==> config.mk <==
export PLATFORM = sky130hd
export DESIGN_NAME = lpsbb_ctrl
export DESIGN_NICKNAME = d
export VERILOG_FILES = /design/src/rtl/lpsbb_pkg.sv /design/src/rtl/lpsbb_ctrl.sv
export SDC_FILE = /design/constraint.sdc
export NUM_CORES = 1
export LEC_CHECK = 0
export BUFFER_PORTS_ARGS = -buffer_cell sky130_fd_sc_hd__buf_2
export CAP_MARGIN = 5
export CORE_AREA = 2 2 39 41
export CTS_CLUSTER_SIZE = 10
export DETAILED_ROUTE_END_ITERATION = 16
export DIE_AREA = 0 0 41 43
export GPL_TIMING_DRIVEN = 0
export PLACE_DENSITY = 0.44
export SLEW_MARGIN = 20
export SYNTH_ARGS = -nofsm -noshare
export SYNTH_HDL_FRONTEND = slang
export SYNTH_SLANG_ARGS = --single-unit
==> constraint.sdc <==
create_clock -name clock -period 1.66 [get_ports clock]
set_input_delay 0.166 -clock clock [delete_from_list [all_inputs] [get_ports clock]]
set_output_delay 0.166 -clock clock [all_outputs]
set_load 0.01 [all_outputs]
==> src/rtl/lpsbb_pkg.sv <==
`timescale 1ns / 1ps

package lpsbb_pkg;

   // Grid extent and storage shape
   localparam int unsigned GRID_MAX = 63;
   localparam int unsigned COORD_W  = 6;
   localparam int unsigned ROW_W    = 1 << COORD_W;
   localparam int unsigned NUM_ROWS = 1 << COORD_W;
   localparam int unsigned ROW_LAST = NUM_ROWS - 1;
   localparam int unsigned COUNT_W  = 13;
   localparam int unsigned FUNC_W   = 2;

   // Highest coordinate that addresses a point, and the empty-set minimum
   localparam logic [COORD_W-1:0] COORD_TOP =
      (GRID_MAX > ROW_LAST) ? COORD_W'(ROW_LAST) : COORD_W'(GRID_MAX);
   localparam logic [COORD_W-1:0] EMPTY_LEAST = COORD_W'(GRID_MAX);
   localparam logic [COORD_W-1:0] LAST_INDEX  = COORD_W'(ROW_LAST);

   // Stream word widths
   localparam int unsigned REQ_DATA_W = 16;
   localparam int unsigned RSP_DATA_W = 40;

   // Operation codes
   typedef enum logic [FUNC_W-1:0] {
      OP_TOGGLE = 2'd0,
      OP_QUERY  = 2'd1,
      OP_REPORT = 2'd2
   } op_type;

   // Controller states
   typedef enum logic [2:0] {
      ST_IDLE,
      ST_UPDATE,
      ST_SCAN_ROWS,
      ST_SCAN_LAST,
      ST_SCAN_BITS,
      ST_REPORT
   } state_type;

   // Commands from controller to datapath
   typedef struct packed {
      logic load_item;
      logic item_done;
      logic row_read;
      logic bits_start;
      logic bit_step;
      logic report_done;
   } cmd_type;

   // Status from datapath to controller
   typedef struct packed {
      logic row_last;
      logic bit_last;
      logic out_free;
   } status_type;

endpackage

==> src/rtl/lpsbb_ctrl.sv <==
`timescale 1ns / 1ps

module lpsbb_ctrl
   import lpsbb_pkg::*;
(
   input  logic              clock,
   input  logic              reset,
   input  logic              req_tvalid,
   output logic              req_tready,
   input  logic [FUNC_W-1:0] req_func,
   input  status_type        status,
   output cmd_type           cmd
);

   state_type state_ff;
   state_type state_in;

   // Hold state
   always_ff @(posedge clock) begin
      if (reset) begin
         state_ff <= ST_IDLE;
      end else begin
         state_ff <= state_in;
      end
   end

   // Next state
   always_comb begin
      state_in = state_ff;
      unique case (state_ff)
         ST_IDLE: begin
            if (req_tvalid) begin
               if (req_func == FUNC_W'(OP_REPORT)) begin
                  state_in = ST_SCAN_ROWS;
               end else begin
                  state_in = ST_UPDATE;
               end
            end
         end
         ST_UPDATE: begin
            if (status.out_free) begin
               state_in = ST_IDLE;
            end
         end
         ST_SCAN_ROWS: begin
            if (status.row_last) begin
               state_in = ST_SCAN_LAST;
            end
         end
         ST_SCAN_LAST: begin
            state_in = ST_SCAN_BITS;
         end
         ST_SCAN_BITS: begin
            if (status.bit_last) begin
               state_in = ST_REPORT;
            end
         end
         ST_REPORT: begin
            if (status.out_free) begin
               state_in = ST_IDLE;
            end
         end
         default: begin
            state_in = ST_IDLE;
         end
      endcase
   end

   // Commands
   always_comb begin
      req_tready = 1'b0;
      cmd        = '0;
      unique case (state_ff)
         ST_IDLE: begin
            req_tready    = 1'b1;
            cmd.load_item = req_tvalid;
         end
         ST_UPDATE: begin
            cmd.item_done = status.out_free;
         end
         ST_SCAN_ROWS: begin
            cmd.row_read = 1'b1;
         end
         ST_SCAN_LAST: begin
            cmd.bits_start = 1'b1;
         end
         ST_SCAN_BITS: begin
            cmd.bit_step = 1'b1;
         end
         ST_REPORT: begin
            cmd.report_done = status.out_free;
         end
         default: begin
            cmd = '0;
         end
      endcase
   end

   // Checks
   a_cmd_onehot: assert property (@(posedge clock) disable iff (reset)
      $onehot0(cmd))
      else $error("more than one datapath command at once");

   a_bits_after_rows: assert property (@(posedge clock) disable iff (reset)
      cmd.bits_start |-> $past(cmd.row_read) && $past(status.row_last))
      else $error("bit sweep started before the last row was read");

endmodule

==> impl_metrics.py <==
metrics = {
    "die": {
        "die_y_um": 43,
        "dieWidth_um": 41,
        "core_um2": 1380,
        "die_area_um2": 1760,
        "pin_count": 15,
        "start_util_pct": 16.6,
        "row_count": 14,
    },
    "sta": {
        "fin_setup_tns_ps": 0,
        "tightest_slew_ps": 216,
        "min_period_ps": 1300,
        "clock.fmax_mhz": 768,
        "rsz0062_at_grt": "no",
        "min_period_over_period_pct": 78.4,
        "maxSlewViolCount": 0,
        "whs_ps": 134,
        "clock_skew_ps": 0.925,
        "layout_setup_ws_ps": 358,
        "hold_viol": 0,
        "relSlewSlack_pct": 85.5,
        "setup_viol": 0,
    },
    "global_route": {
        "grt_use_met1_pct": 9.94,
        "antenna_found_initial": 0,
        "grt_pass1_vias": 229,
        "busiest_layer": "met1",
        "grt_overflow_total": 0,
        "grt_max_degree": 11,
        "gr-usage-met2_pct": 9.38,
        "use_met3_pct": 7.85,
        "track_usage_pct": 7.92,
        "grt_pass1_wl_um": 890,
    },
    "routing": {
        "vias_per_cell": 4.09,
        "vias": 262,
        "wl_per_cell_um": 8.39,
        "first_pass_iters": 2,
        "routed_wl_um": 537,
        "antenna_left": 0,
        "drc": 0,
        "drt_iter0_drc": 2,
    },
    "clock_network": {
        "clkLatencyLatePin_ps": 230,
        "clock-sinks": 3,
        "cts_tree": "yes",
        "post_cts_buffers": 0,
        "ctsHoldBuffers": 0,
        "cts_buffer_depth": 2,
        "root_buffer": "clkbuf_4",
        "cts_resized": 0,
        "path_clk_slew_ps": 40,
        "numCtsBuffers": 3,
        "htreeDepth": 1,
    },
    "power": {
        "p_leak_nw": 0.173,
        "swShare_pct": 26.2,
        "ir_drop_mv": 0.329,
        "internal_power_mw": 0.197,
        "clockPowerShare_pct": 47.7,
        "p_switching_mw": 0.0699,
        "pwr-share-seq_pct": 29.3,
        "p_total_mw": 0.266,
        "combPwrFrac_pct": 23.0,
        "power_density_nw_per_um2": 769,
    },
    "final_layout": {
        "largest_reg_flops": 3,
        "nets": 57,
        "area_growth_pct": 50.5,
        "regArea_um2": 60.1,
        "n_antenna_cell": 0,
        "top_register": "state_ff",
        "multiInputGateArea_um2": 135,
        "top_regs": "state_ff (3)",
        "drive_gt1_share_pct": 45.8,
        "fin_area_um2": 347,
        "n_fill_cell": 157,
    },
    "place": {
        "dpl_cell_area_um2": 320,
        "gp_congestion": 0.621,
        "dp_slack_ps": 595,
        "io_buffers": 14,
    },
    "critical_path": {
        "crit_arrival_ps": 1140,
        "critical_path_buf_inv_count": 2,
        "path_cells": "buf_6 > nor3_1 > and2_1 > buf_2",
        "critPathSlowestCell": "dfxtp_1",
        "path_max_fanout": 9,
        "worstSetupPathType": "flop to output port",
        "endpoint_kind": "output port",
        "crit_family": "simple AND/OR/NAND/NOR gates",
        "critPathLaunchType": "flop",
        "critPathMaxStageDelay_ps": 300,
        "cp_data_required_time_ps": 1490,
    },
    "worst_hold_path": {
        "worstHoldPathType": "input pin to flop",
    },
    "yosys": {
        "ys_types": 18,
        "syn_inst": 30,
        "yosys_warnings": 0,
        "syn_nets": 38,
        "synth_area_um2": 230,
        "postSynthAreaPerCell_um2": 7.67,
        "ys_seq_elements": 3,
        "seq_area_frac_synth_pct": 26.1,
    },
    "flow_run": {
        "cap_violations": 0,
    },
    "outcome": {
        "status": "complete, no violations",
    },
}
cell usage after synthesis (all sizes together):
cell type  number  area [µm²]
a31oi           2        12.5
o21a            1        7.51
nor4            1        6.26
dfxtp           3        60.1
and2            1        6.26
nand2b          2        12.5
a211oi          1        12.5
nor2            3        11.3
nor3            2        10.0
nand2           4        15.0
inv             2        7.51
nor2b           1        13.8
buf             3        27.5
a21oi           1        5.00
nor3b           1        7.51
a2bb2oi         1        8.76
or2             1        6.26
routing by layer:
| metal | part of all wire (%) | routed length, µm |
|---|---|---|
| met5 | 0 | 0 |
| met3 | 12 | 66 |
| met1 | 45 | 240 |
| met4 | 0 | 0 |
| met2 | 43 | 231 |
metrics by stage:
step / util [%] / std cells
6_report: 25.0 / 64
5_1_grt: 25.0 / 64
4_1_cts: 25.0 / 64
3_5_place_dp: 23.1 / 60
3_3_place_gp: 23.1 / 60
2_1_floorplan: - / 30
worst paths after layout:
path | to | startpoint | slack (ps) | depth (start not counted)
hold reg to reg | state_ff[1] | state_ff[2] | 540 | 2
setup / recovery | cmd[5] | state_ff[2] | 360 | 4
hold / removal | state_ff[0] | reset | 130 | 2
setup reg to reg | state_ff[0] | state_ff[2] | 710 | 4
area by class of cell:
cell class / instances / area share [%]
Multi-Input combinational cell: 22 / 39.0
Timing Repair Buffer: 14 / 20.2
Sequential cell: 3 / 17.3
Buffer: 3 / 7.94
Clock buffer: 4 / 7.58
Tap cell: 16 / 5.78
Inverter: 2 / 2.17
logic make-up (layout without fill, tap and decap cells):
group | after synthesis | after routing | share of synthesized area [%]
buffers and inverters | 5 | 23 | 15.2
AOI/OAI and AO/OA | 6 | 6 | 20.1
DFF | 3 | 3 | 26.1
and+or+nand+nor | 16 | 16 | 38.6
cells in the final DEF (no fill, tap or decap), types with 2 or more instances in the layout:
cell      instances
buf_2            15
dfxtp_1           3
clkbuf_4          3
nand2b_1          2
buf_6             2
nor2_1            3
nand2_1           4
nor3_1            2
a31oi_1           2
inv_1             2
power groups by stage:
stage | clock, mW | combinational, mW | sequential, mW
2_1_floorplan | 0 | 0.0386 | 0.0789
5_1_grt | 0.149 | 0.0689 | 0.0784
3_5_place_dp | 0 | 0.0624 | 0.0791
6_report | 0.127 | 0.0612 | 0.0780
4_1_cts | 0.136 | 0.0627 | 0.0781
3_3_place_gp | 0 | 0.0625 | 0.0790
No activity file was read; power rests on OpenSTA's default activity.
